--- config.mk ---
export PLATFORM = sky130hd
export DESIGN_NAME = w2b_queue
export DESIGN_NICKNAME = d
export VERILOG_FILES = /design/src/rtl/core/w2b_pkg.sv /design/src/rtl/core/w2b_queue.sv
export SDC_FILE = /design/constraint.sdc
export NUM_CORES = 1
export LEC_CHECK = 0
export BUFFER_PORTS_ARGS = -buffer_cell sky130_fd_sc_hd__buf_2
export CAP_MARGIN = 15
export CORE_MARGIN = 10
export CORE_UTILIZATION = 30
export DETAILED_ROUTE_END_ITERATION = 8
export HOLD_SLACK_MARGIN = 0.08
export SKIP_LAST_GASP = 1
export SYNTH_ARGS = -nofsm -noshare
export SYNTH_HDL_FRONTEND = slang
export SYNTH_SLANG_ARGS = --single-unit
--- constraint.sdc ---
create_clock -name i_clk -period 5.1 [get_ports i_clk]
set_input_delay 0.255 -clock i_clk [delete_from_list [all_inputs] [get_ports i_clk]]
set_output_delay 0.255 -clock i_clk [all_outputs]
set_load 0.05 [all_outputs]
--- src/rtl/core/w2b_pkg.sv ---
// Shared types, codes and constants of the word-to-byte bus bridge.
`default_nettype none
package w2b_pkg;

    // Internal expansion RAM geometry.
    localparam int RAM_WORDS = 16384;
    localparam int RAM_AW    = $clog2(RAM_WORDS);

    // Depth of the command queue between the front and back parts.
    localparam int QUEUE_DEPTH = 4;
    localparam int QUEUE_AW    = $clog2(QUEUE_DEPTH);
    localparam int QUEUE_CW    = $clog2(QUEUE_DEPTH + 1);
    // Width of the queue fill plus the command still in the execute stage.
    localparam int QUEUE_SUM_W = QUEUE_CW + 1;

    // Address decode of the expansion windows (byte addresses).
    localparam logic [15:0] WIN_MASK_8K  = 16'he000;
    localparam logic [15:0] WIN_LOW      = 16'h2000;
    localparam logic [15:0] WIN_HIGH     = 16'ha000;
    localparam logic [15:0] WIN_MASK_TOP = 16'hc000;
    // Word offsets that map to RAM index zero for each window.
    localparam logic [14:0] BASE_LOW     = 15'h1000;
    localparam logic [14:0] BASE_HIGH    = 15'h4000;
    localparam logic [15:0] HIGH_BYTE    = 16'hff00;
    localparam logic [15:0] LOW_BYTE     = 16'h00ff;

    // Input action codes.
    localparam logic [1:0] ACT_READ  = 2'd0;
    localparam logic [1:0] ACT_WRITE = 2'd1;
    localparam logic [1:0] ACT_REPLY = 2'd2;

    // Byte lane codes.
    localparam logic [1:0] LANES_BOTH = 2'd0;
    localparam logic [1:0] LANES_HIGH = 2'd1;
    localparam logic [1:0] LANES_LOW  = 2'd2;

    // Result kind codes.
    localparam logic [1:0] KIND_READ  = 2'd0;
    localparam logic [1:0] KIND_WRITE = 2'd1;
    localparam logic [1:0] KIND_DATA  = 2'd2;

    // Byte bus read sequence.
    typedef enum logic [2:0] {
        PH_IDLE = 3'b001,
        PH_ODD  = 3'b010,
        PH_EVEN = 3'b100
    } t_phase;

    // Classified operation carried from the decode stage to the execute stage.
    typedef enum logic [2:0] {
        OP_RAM_RD   = 3'd0,
        OP_RAM_WR   = 3'd1,
        OP_BUS_RD   = 3'd2,
        OP_BUS_WR   = 3'd3,
        OP_ODD_RPL  = 3'd4,
        OP_EVEN_RPL = 3'd5
    } t_op;

    // One queued command; a write command expands into two beats.
    typedef struct packed {
        logic [1:0]  kind;
        logic [15:0] addr;
        logic [15:0] word;
        logic        two;
    } t_cmd;

    typedef struct packed {
        logic valid;
        t_cmd cmd;
    } t_push;

endpackage
`default_nettype wire

--- src/rtl/core/w2b_queue.sv ---
// Command queue between the front and back parts of the bridge.
`default_nettype none
module w2b_queue (
    input  wire logic                          i_clk,
    input  wire logic                          i_rst_n,
    input  w2b_pkg::t_push                     i_push,
    input  wire logic                          i_pop,
    output w2b_pkg::t_cmd                      o_head,
    output logic                               o_nonempty,
    output logic [w2b_pkg::QUEUE_CW-1:0]       o_count
);

    w2b_pkg::t_cmd r_mem [w2b_pkg::QUEUE_DEPTH];
    logic [w2b_pkg::QUEUE_AW-1:0] r_wptr, r_rptr;
    logic [w2b_pkg::QUEUE_CW-1:0] r_count;

    always_ff @(posedge i_clk) begin
        if (i_push.valid) begin
            r_mem[r_wptr] <= i_push.cmd;
        end
    end

    always_ff @(posedge i_clk) begin
        if (!i_rst_n) begin
            r_wptr  <= '0;
            r_rptr  <= '0;
            r_count <= '0;
        end else begin
            if (i_push.valid) begin
                r_wptr <= r_wptr + 1'b1;
            end
            if (i_pop) begin
                r_rptr <= r_rptr + 1'b1;
            end
            case ({i_push.valid, i_pop})
                2'b10:   r_count <= r_count + 1'b1;
                2'b01:   r_count <= r_count - 1'b1;
                default: ;
            endcase
        end
    end

    assign o_head     = r_mem[r_rptr];
    assign o_nonempty = r_count != '0;
    assign o_count    = r_count;

    a_no_overflow: assert property (@(posedge i_clk) disable iff (!i_rst_n)
        i_push.valid |-> (r_count < w2b_pkg::QUEUE_CW'(w2b_pkg::QUEUE_DEPTH)))
        else $error("command queue overflow");

    a_no_underflow: assert property (@(posedge i_clk) disable iff (!i_rst_n)
        i_pop |-> (r_count != '0))
        else $error("command queue underflow");

endmodule
`default_nettype wire

# Yosys cells after proc, flatten, opt, wreduce, memory -nomap -nowiden

Memory sizes are Yosys's and may differ from the RTL's. A register that Yosys moved wholly into a read port is not among the register bits.
Cells that the tools add are included.

Register bits: 7
Bits in latches: 0
Memory bits (writable): 140
ROM bits: 0
Input port bits: 39
Output and inout port bits: 39
Memories: 1

Add/sub/neg operators: 4
$mul: 0
Div/mod/pow operators: 0
$lt $le $gt $ge: 0
Eq/ne operators: 2
Shifts and indexed selects: 0
Multiplexer cells: 5
Bitwise logic cells: 0
Reductions and logical operators: 2

Memory list:

| memory | words | bits a word | rd ports | clocked after Yosys merged registers in | write ports | RTL line        | text |
|---|---|---|---|---|---|---|---|
| r_mem  | 4     | 35          | 1        | 1                                       | 1           | w2b_queue.sv:13 | `w2b_pkg::t_cmd r_mem [w2b_pkg::QUEUE_DEPTH];` |

Operators by type and width:

| kind                                                 | number |
|---|---|
| one-hot mux 3 bit (2 select lines)                   | 1 |
| adder 2 x 1 -> 2 bit (second input constant)         | 2 |
| 2-to-1 mux 2 bit                                     | 2 |
| adder 3 x 1 -> 3 bit (second input constant)         | 1 |
| nonzero test 3 bit                                   | 1 |
| subtractor 3 x 1 -> 3 bit (second input constant)    | 1 |
| equality test 2 x 1 -> 1 bit (second input constant) | 1 |
| equality test 2 bit (second input constant)          | 1 |
| 2-to-1 mux 1 bit                                     | 2 |
| nonzero test 2 bit                                   | 1 |

# Longest topological paths before layout

Depth after elaboration: 3
Depth in mapped cells: 6
Mapped depth without buffers: 6

# Worst setup path after synthesis

OpenSTA, ideal clock, no wires.

Path type: register -> register
Start: register r_wptr[0] in the netlist's numbering
End: memory r_mem[2][0] in the netlist's numbering, enable pin
Library setup time: 0.395 ns
Arrival time: 1.397 ns
Required time: 4.705 ns
Path slack: 3.307 ns
Stages on the path, launching flop included: 4
Path buffers: 0
Clock period less this slack: 1.793 ns
Cell sequence: dfxtp_1 -> inv_1 -> ha_1 -> and2_1

RTL lines:

| what                   | RTL line        | text |
|---|---|---|
| from (decl)            | w2b_queue.sv:14 | `logic [w2b_pkg::QUEUE_AW-1:0] r_wptr, r_rptr;` |
| from (signal assigned) | w2b_queue.sv:30 | `r_wptr <= r_wptr + 1'b1;` |
| to (decl)              | w2b_queue.sv:13 |  |

No word-level cell before the write port.

==> impl_metrics.json <==
{
  "fin_skew_ps": 10.8,
  "drt_first_iter_violations": 86,
  "critPathKind": "flip-flop to primary output",
  "post-dp-hpwl_mm": 6.36,
  "layout_worst_path_cycle_share_pct": 53.6,
  "cp-end-kind": "primary output",
  "postLayoutCoreUtil_pct": 39.1,
  "num_vias": 2639,
  "final_max_slew_viol_count": 0,
  "setup_viol": 0,
  "fin_nets": 393,
  "worstMarginPinSlew_ps": 1060,
  "cts_made_buffers": 17,
  "r2r-end": "r_mem[1][22]",
  "p_per_area_mw_per_mm2": 440,
  "leakage_uw": 0.00245,
  "slew_headroom_pct": 29.0,
  "fin_area_mm2": 0.00708,
  "layout_common_cells": "140 x edfxtp_1, 77 x buf_2, 35 x dlygate4sd3_1, 30 x mux4_2, 17 x clkbuf_16",
  "synth-seq-cells": 149,
  "overflow": 0,
  "synth_cell_types": 20,
  "synthCells": 224,
  "hold_end": "r_wptr[0]",
  "critPathLaunchType": "flip-flop",
  "numPortBuffers": 77,
  "hold_viol_final": 0,
  "netSwitchingPower_uw": 767,
  "p_seq_share_pct": 46.1,
  "ant_nets": 0,
  "min-delay-start": "i_rst_n",
  "cp.required_ps": 4850,
  "clockRootBuffer": "clkbuf_16",
  "grt_pass1_vias": 3009,
  "tns_ps": 0,
  "p_comb_share_pct": 13.3,
  "mostFrequentLayoutCell": "edfxtp_1",
  "cts_resized": 0,
  "p_int_uw": 2350,
  "syn_to_final_growth_pct": 27.9,
  "cts_htree_levels": 4,
  "syn_nets": 269,
  "maxCapViolCount": 0,
  "drc_errors": 0,
  "r2r_cells": 2,
  "r2r_setup_slack_ps": 3270,
  "syn_area_mm2": 0.00554,
  "die_height_um": 156,
  "holdWs_ps": 133,
  "fmax_ghz": 0.366,
  "status": "finished clean",
  "min_path_cells": 2,
  "p_sw_share_pct": 24.6,
  "dpl_cell_area_mm2": 0.00613,
  "grt_start_max_net_pins": 36,
  "core_mm2": 0.0181,
  "die_w_um": 156,
  "syn_avg_cell_area_um2": 24.7,
  "clock_latency_ps": 420,
  "regToRegStartpoint": "r_wptr[0]",
  "yosysSeqAreaShare_pct": 79.2,
  "power_frac_clock_pct": 40.6,
  "yosysWarnings": 0,
  "wirelength_mm": 10.7,
  "die-area_mm2": 0.0243,
  "first_pass_iters": 4,
  "core.rowCount": 49,
  "antenna_found_initial": 0,
  "ios": 78,
  "gr-usage-all-layers_pct": 9.31,
  "routed_via_density": 4.47,
  "clockBufferDepth": 2,
  "grt_pass1_wl_mm": 16.8,
  "antenna_cells": 0,
  "ir_worst_vdd_uv": 227,
  "drive_above_1_share_pct": 38.8,
  "clkTransAtPathRegs_ps": 60,
  "arrival_ps": 2480,
  "start_util_pct": 30.6,
  "place_congestion": 0.617,
  "hold_path.class": "input pin to flip-flop",
  "wl_per_cell_um": 18.1,
  "min_period_ps": 2740,
  "cts_tree": "yes",
  "cp_max_fo": 20,
  "rsz0062_at_grt": "false",
  "numClockSinks": 149
}
==> layout make-up <==
type | instances | area [um2]
clock buffers | 20 | 437
clock inverters | 12 | 160
fillers | 1633 | 11000
inverters | 3 | 11.3
multi-input cells | 64 | 1060
flip-flops and latches | 149 | 4390
well taps | 229 | 287
repair buffers | 113 | 743
==> Yosys cell counts <==
master	instances	area share (%)
buf_6	1	0.20
fa_1	1	0.36
and2_1	9	1.0
mux4_2	30	12
mux4_1	5	2.4
nand2_1	1	0.068
or3_1	2	0.23
inv_1	3	0.20
xor2_1	2	0.32
clkbuf_2	1	0.090
buf_12	3	1.1
buf_2	3	0.27
ha_1	5	1.1
xnor2_1	3	0.47
mux2i_1	2	0.36
nor2b_1	2	0.23
edfxtp_1	140	76
dfxtp_1	9	3.3
a21boi_0	1	0.14
o21ai_0	1	0.090
==> critical path: stages (launching register included) <==
cell     delay [ps]
dfxtp_2         730
buf_4           480
mux4_1          600
buf_2           230
==> power groups by stage <==
stage	combinational [uW]	sequential, uW	clock, uW
final	415	1440	1260
after global routing	442	1450	1360
after CTS	425	1440	1290
after detailed placement	403	1470	0
after global placement	398	1460	0
after floorplan	310	1450	0
==> timing repair <==
action / 4_1_cts / 5_1_grt
hold endpoints to repair: 140 / 0
hold buffers: 35 / 0
buffers inserted: 0 / 0
==> cells by family after synthesis <==
group                    count (synthesis)  synth area share, %
XOR/XNOR                                 5                0.791
flip-flops                             149                 79.2
buffers and inverters                   11                 1.85
AO/OA/AOI/OAI                            2                0.226
multiplexers                            37                 14.9
AND/OR/NAND/NOR                         14                 1.54
adder cells (fa/ha/maj)                  6                 1.49
==> how the worst max path moves through the flow <==
stage	slack [ps]	startpoint	end
final	2360	flip-flop	o_head[21]
after detailed placement	2730	flip-flop	o_head[21]
after global routing	2150	flip-flop	o_head[21]
after floorplan	3310	r_wptr[0]	r_mem[2][0]
after CTS	2260	flip-flop	o_head[21]
after global placement	2720	flip-flop	o_head[21]
==> state kept, by name, summed over array words and instances, names as in the netlist, named ones only <==
register / cells
r_rptr: 2
o_count: 3
r_mem: 140
r_wptr: 2
==> per-layer routing <==
layer	vias to the layer above	share of wire (%)	track usage, %
met5	-	0	0
met4	0	1.6	3.91
met3	14	5.7	4.03
met2	63	50	15.1
met1	1372	43	10.6
li1	1190	-	-
==> stage by stage <==
stage,worst slack [ps],std cells,total power (uW)
floorplan,3310,224,1760
global placement,2720,523,1860
detailed placement,2730,523,1870
CTS,2260,590,3160
global route,2150,590,3250
finish,2360,590,3120
Power figures use the tool's default switching activity.
