$ cat src/rtl/core/w2b_pkg.sv
// Shared types, codes and constants of the word-to-byte bus bridge.
`default_nettype none
package w2b_pkg;

    // Internal expansion RAM geometry.
    localparam int RAM_WORDS = 16384;
    localparam int RAM_AW    = $clog2(RAM_WORDS);

    // Depth of the command queue between the front and back parts.
    localparam int QUEUE_DEPTH = 4;
    localparam int QUEUE_AW    = $clog2(QUEUE_DEPTH);
    localparam int QUEUE_CW    = $clog2(QUEUE_DEPTH + 1);
    // Width of the queue fill plus the command still in the execute stage.
    localparam int QUEUE_SUM_W = QUEUE_CW + 1;

    // Address decode of the expansion windows (byte addresses).
    localparam logic [15:0] WIN_MASK_8K  = 16'he000;
    localparam logic [15:0] WIN_LOW      = 16'h2000;
    localparam logic [15:0] WIN_HIGH     = 16'ha000;
    localparam logic [15:0] WIN_MASK_TOP = 16'hc000;
    // Word offsets that map to RAM index zero for each window.
    localparam logic [14:0] BASE_LOW     = 15'h1000;
    localparam logic [14:0] BASE_HIGH    = 15'h4000;
    localparam logic [15:0] HIGH_BYTE    = 16'hff00;
    localparam logic [15:0] LOW_BYTE     = 16'h00ff;

    // Input action codes.
    localparam logic [1:0] ACT_READ  = 2'd0;
    localparam logic [1:0] ACT_WRITE = 2'd1;
    localparam logic [1:0] ACT_REPLY = 2'd2;

    // Byte lane codes.
    localparam logic [1:0] LANES_BOTH = 2'd0;
    localparam logic [1:0] LANES_HIGH = 2'd1;
    localparam logic [1:0] LANES_LOW  = 2'd2;

    // Result kind codes.
    localparam logic [1:0] KIND_READ  = 2'd0;
    localparam logic [1:0] KIND_WRITE = 2'd1;
    localparam logic [1:0] KIND_DATA  = 2'd2;

    // Byte bus read sequence.
    typedef enum logic [2:0] {
        PH_IDLE = 3'b001,
        PH_ODD  = 3'b010,
        PH_EVEN = 3'b100
    } t_phase;

    // Classified operation carried from the decode stage to the execute stage.
    typedef enum logic [2:0] {
        OP_RAM_RD   = 3'd0,
        OP_RAM_WR   = 3'd1,
        OP_BUS_RD   = 3'd2,
        OP_BUS_WR   = 3'd3,
        OP_ODD_RPL  = 3'd4,
        OP_EVEN_RPL = 3'd5
    } t_op;

    // One queued command; a write command expands into two beats.
    typedef struct packed {
        logic [1:0]  kind;
        logic [15:0] addr;
        logic [15:0] word;
        logic        two;
    } t_cmd;

    typedef struct packed {
        logic valid;
        t_cmd cmd;
    } t_push;

endpackage
`default_nettype wire

$ cat src/rtl/core/w2b_back.sv
// Back part of the bridge: expands queued commands into result beats.
`default_nettype none
module w2b_back (
    input  wire logic          i_clk,
    input  wire logic          i_rst_n,
    input  w2b_pkg::t_cmd      i_head,
    input  wire logic          i_nonempty,
    output logic               o_pop,
    output logic               o_out_valid,
    input  wire logic          i_out_ready,
    output logic [1:0]         o_kind,
    output logic [15:0]        o_bus_address,
    output logic [7:0]         o_bus_byte,
    output logic [15:0]        o_read_word,
    output logic               o_last
);

    logic        r_valid, r_second;
    logic [1:0]  r_kind;
    logic [15:0] r_addr, r_word;
    logic [7:0]  r_byte;
    logic        r_last;
    logic        load;

    assign load  = i_nonempty && (!r_valid || i_out_ready);
    assign o_pop = load && (!i_head.two || r_second);

    always_ff @(posedge i_clk) begin
        if (!i_rst_n) begin
            r_valid  <= 1'b0;
            r_second <= 1'b0;
        end else begin
            if (load) begin
                r_valid  <= 1'b1;
                r_second <= i_head.two && !r_second;
            end else if (i_out_ready) begin
                r_valid <= 1'b0;
            end
        end
    end

    always_ff @(posedge i_clk) begin
        if (load) begin
            r_kind <= i_head.kind;
            r_word <= '0;
            r_byte <= '0;
            r_addr <= i_head.addr;
            r_last <= 1'b1;
            if (i_head.two) begin
                // Odd byte goes out first, the even byte closes the pair.
                if (r_second) begin
                    r_byte <= i_head.word[15:8];
                end else begin
                    r_addr <= {i_head.addr[15:1], 1'b1};
                    r_byte <= i_head.word[7:0];
                    r_last <= 1'b0;
                end
            end else begin
                r_word <= i_head.word;
            end
        end
    end

    assign o_out_valid   = r_valid;
    assign o_kind        = r_kind;
    assign o_bus_address = r_addr;
    assign o_bus_byte    = r_byte;
    assign o_read_word   = r_word;
    assign o_last        = r_last;

    a_first_is_write: assert property (@(posedge i_clk) disable iff (!i_rst_n)
        (r_valid && !r_last) |-> (r_kind == w2b_pkg::KIND_WRITE))
        else $error("non-final beat that is not a byte write");

    a_pair_follows: assert property (@(posedge i_clk) disable iff (!i_rst_n)
        (r_valid && !r_last && i_out_ready) |=>
            (r_valid && r_last && (r_kind == w2b_pkg::KIND_WRITE)))
        else $error("second byte write beat did not follow");

endmodule
`default_nettype wire

$ cat config.mk
export PLATFORM = sky130hd
export DESIGN_NAME = w2b_back
export DESIGN_NICKNAME = d
export VERILOG_FILES = /design/src/rtl/core/w2b_pkg.sv /design/src/rtl/core/w2b_back.sv
export SDC_FILE = /design/constraint.sdc
export NUM_CORES = 1
export LEC_CHECK = 0
export ABC_CLOCK_PERIOD_IN_PS = 4710
export BUFFER_PORTS_ARGS = -buffer_cell sky130_fd_sc_hd__buf_2
export CORE_MARGIN = 2
export CORE_UTILIZATION = 30
export DETAILED_ROUTE_END_ITERATION = 10
export PLACE_DENSITY_LB_ADDON = 0.25
export RECOVER_POWER = 25
export SLEW_MARGIN = 0
export SYNTH_ARGS = -nofsm -noshare
export SYNTH_HDL_FRONTEND = slang
export SYNTH_SLANG_ARGS = --single-unit
$ cat constraint.sdc
create_clock -name i_clk -period 4.71 [get_ports i_clk]
set_input_delay 0.471 -clock i_clk [delete_from_list [all_inputs] [get_ports i_clk]]
set_output_delay 0.471 -clock i_clk [all_outputs]
set_load 0.005 [all_outputs]
## Word level (Yosys, flattened, before mapping)

Cells that the tools add are included.

| word-level totals | value |
|---|---|
| bits in registers | 45 |
| bits in latches | 0 |
| memory bits (writable) | 0 |
| memory bits (read-only) | 0 |
| bits of input ports | 39 |
| output and inout bits | 45 |
| logic and storage cells | 22 |
| memories kept | 0 |

| cells by class | value |
|---|---|
| add/subtract/negate cells | 0 |
| multipliers | 0 |
| divide/modulo/power cells | 0 |
| order comparisons | 0 |
| equal/unequal tests | 0 |
| shifts and indexed selects | 0 |
| muxes and demuxes | 6 |
| bitwise logic cells | 0 |
| reductions and logical operators | 9 |

Operators by type and width:

| kind | number |
|---|---|
| 2-to-1 mux 8 bit | 1 |
| 2-to-1 mux 1 bit | 5 |
| logical AND 1 bit | 3 |
| logical NOT 1 bit | 3 |
| logical OR 1 bit | 2 |
| nonzero test 2 bit | 1 |

## Depth between registers and ports, before layout

| logic depth | value |
|---|---|
| depth in word-level cells | 4 |
| mapped depth | 4 |
| gate-level depth less buffers | 3 |

## Worst setup path after synthesis

No wires, ideal clock.

| path | value |
|---|---|
| path kind | input to register |
| start point | input port i_out_ready |
| end point | register r_addr[0], in the netlist o_bus_address[0], enable pin |
| library setup time | 0.397 ns |
| arrival time | 1.514 ns |
| data required time | 4.313 ns |
| path slack | 2.799 ns |
| stages on the path | 3 |
| buffers on the path | 0 |
| cell sequence | nand2b_1 nand2_1 inv_1 |

| on the way | value |
|---|---|
| word-level cells in the longest chain between the ends | 2 |

Ends and longest elaborated chain:

| element | line | text |
|---|---|---|
| start, declared | w2b_back.sv:10 | `input wire logic i_out_ready,` |
| logical OR 1 bit | w2b_back.sv:25 | `assign load = i_nonempty && (!r_valid \|\| i_out_ready);` |
| logical AND 1 bit | w2b_back.sv:25 |  |
| via load | w2b_back.sv:23 | `logic load;` |
| end signal, assigned | w2b_back.sv:47 | `r_addr <= i_head.addr;` |
| end signal, assigned | w2b_back.sv:54 | `r_addr <= {i_head.addr[15:1], 1'b1};` |
| end, declared | w2b_back.sv:20 | `logic [15:0] r_addr, r_word;` |

The timed path passes the listed nets, and every way through them passes these cells.
A chain may end at the register's enable or synchronous reset.

## Worst setup path in the final report

| path | value |
|---|---|
| start point | input port i_head[0] (netlist bit) |
| end point | output port o_pop |

| on the way | value |
|---|---|
| word-level cells in the longest chain between the ends | 3 |

Ends and longest elaborated chain:

| element | line | text |
|---|---|---|
| start, declared | w2b_back.sv:6 | `input w2b_pkg::t_cmd i_head,` |
| logical NOT 1 bit | w2b_back.sv:26 | `assign o_pop = load && (!i_head.two \|\| r_second);` |
| logical OR 1 bit | w2b_back.sv:26 |  |
| logical AND 1 bit | w2b_back.sv:26 |  |
| end, declared | w2b_back.sv:8 | `output logic o_pop,` |

No other way between the ends.

==> out/metrics.yaml <==
place_congestion: 0.662
p_leak_nw: 0.962
grt_usage: 0.106
tightest_slew_ns: 0.888
slew_viol_final: 0
synth_area_um2: 1660
multi_input_area_um2: 294
rows: 27
drive_gt1_frac: 0.508
fp.dieArea_um2: 6140
postRouteAntennaNets: 0
clock_latency_ns: 0.29
cp_max_fo: 25
r2r-start: "o_out_valid"
hold_buffers: 0
numCtsBuffers: 5
htree_num_levels: 2
layout_common_cells: "buf_2, edfxtp_1, nor2b_1, mux2i_1, clkbuf_8"
synth.distinct_cells: 13
r2r.worst_path.cells: 4
power_density_nw_per_um2: 372
route.detailed.wl_per_inst_um: 12.7
placed_cells: 245
worstHoldStart: "i_head[23]"
ys_seq_area_frac: 0.803
cts_sinks: 45
grt_start_max_net_pins: 26
viasPerCell: 4.09
syn_nets: 131
crit_path_start_kind: "input port"
status: "finished clean"
start_util: 0.307
fmax_mhz: 484
seqCellArea_um2: 1330
via_count: 1035
vdd_drop_max_v: 0.000169
fp.dieH_um: 78.3
reg2reg_slack_ns: 2.92
grt_pass1_wl_um: 4910
cts_tree: "built"
synth_warnings: 0
first_global_vias: 1052
cp-startpoint: "i_head[0]"
setup_tns_ns: 0
cts_root_buf: "clkbuf_8"
cts_resized: 0
dp.final_hpwl_um: 2410
num_io_pins: 84
synth_cells: 92
min_period_over_period: 0.439
placed_cell_area_um2: 2150
path_class: "input port to output port"
grt_antenna_before_repair: 0
gr-total-overflow: 0
drv_cap: 0
critPathCapture: "o_pop"
end_kind: "output port"
final-setup-viol-count: 0
final-instance-count-excl-fill: 253
fin_area_um2: 2260
nFillCells: 523
firstDrtPassIters: 4
finalCriticalPeriod_ns: 2.07
cp.required_ns: 4.24
final_common_cell: "buf_2"
cts.path.max_buffers: 2
hold_viol: 0
hp-class: "input port to flip-flop"
drt_drc_violations_left: 0
clk_pin_slew_ns: 0.09
finClkSkew_ns: 0.00357
area_growth_pct: 36.5
first_iter_violations: 14
arrival_ns: 1.60
cts_setup_buffers: 0
hold_ws_ns: 0.343
rsz0062_at_grt: "no"
synth_seq_cells: 45
syn_area_per_cell_um2: 18.0
r2r_end: "o_kind[0]"
fin_nets: 219
die_x_um: 78.3
routed_wl_um: 3210
coreArea_um2: 5410
portBuffers: 83
antenna_cells: 0
max_slew_margin: 0.408
==> per-stage QoR <==
step,setup WS (ns),util,total power [W]
CTS,2.87,0.419,0.000855
global placement,2.70,0.398,0.000560
global route,2.49,0.419,0.000879
floorplan,2.80,-,0.000516
finish,2.64,0.419,0.000843
detailed placement,2.59,0.398,0.000563
==> cell usage after synthesis (all sizes together) <==
cell | instances | area (µm²)
edfxtp | 43 | 1290
nor2b | 21 | 139
mux2i | 9 | 90.1
and2b | 4 | 30.0
buf | 3 | 21.3
inv | 3 | 11.3
nand2 | 3 | 11.3
dfxtp | 2 | 40.0
nand2b | 2 | 12.5
a21boi | 1 | 7.51
nor2 | 1 | 3.75
==> flip-flops by register name, indices dropped and copies added (netlist names) <==
signal / count
o_kind: 2
o_read_word: 16
o_bus_address: 16
o_bus_byte: 8
r_second: 1
o_last: 1
o_out_valid: 1
==> area by class of cell <==
cell class,count,area share
Clock inverter,3,0.0205
Timing Repair Buffer,84,0.186
Sequential cell,45,0.588
Clock buffer,5,0.0304
Multi-Input combinational cell,41,0.130
Inverter,3,0.00498
Tap cell,72,0.0398
==> cell families (layout without fill, tap and decap cells) <==
| logic type | Yosys count | after routing | share of synthesized area |
|---|---|---|---|
| AOI/OAI and AO/OA | 1 | 1 | 0.00453 |
| buffers and inverters | 6 | 95 | 0.0196 |
| DFF | 45 | 45 | 0.803 |
| muxes | 9 | 9 | 0.0543 |
| and+or+nand+nor | 31 | 31 | 0.118 |
==> power breakdown <==
part / leakage [nW] / internal, W / switching (W)
registers: 0.439 / 0.000468 / 0.00000882
clock network: 0.0543 / 0.000159 / 0.000132
logic: 0.468 / 0.0000386 / 0.0000368
total: 0.962 / 0.000665 / 0.000178
==> worst min-delay path by stage <==
| stage | cells past startpoint | end | slack (ns) |
|---|---|---|---|
| detailed placement | 2 | o_out_valid | 0.50 |
| floorplan | 2 | o_out_valid | 0.50 |
| finish | 1 | o_bus_address[6] | 0.34 |
| CTS | 1 | o_bus_address[6] | 0.33 |
| global route | 1 | o_kind[1] | 0.34 |
| global placement | 2 | o_out_valid | 0.49 |
==> metal layers <==
layer / track usage / routed length (µm) / vias to the layer above
li1: - / - / 504
met1: 0.122 / 1370 / 466
met2: 0.180 / 1470 / 60
met3: 0.0448 / 332 / 5
met4: 0.0316 / 36 / 0
met5: 0 / 0 / -
==> worst max-delay path, stage by stage <==
cell and delay [ns]:
clkbuf_1 0.65, nor2b_4 0.30, nor2_1 0.05, buf_2 0.12
Power figures use the tool's default switching activity.
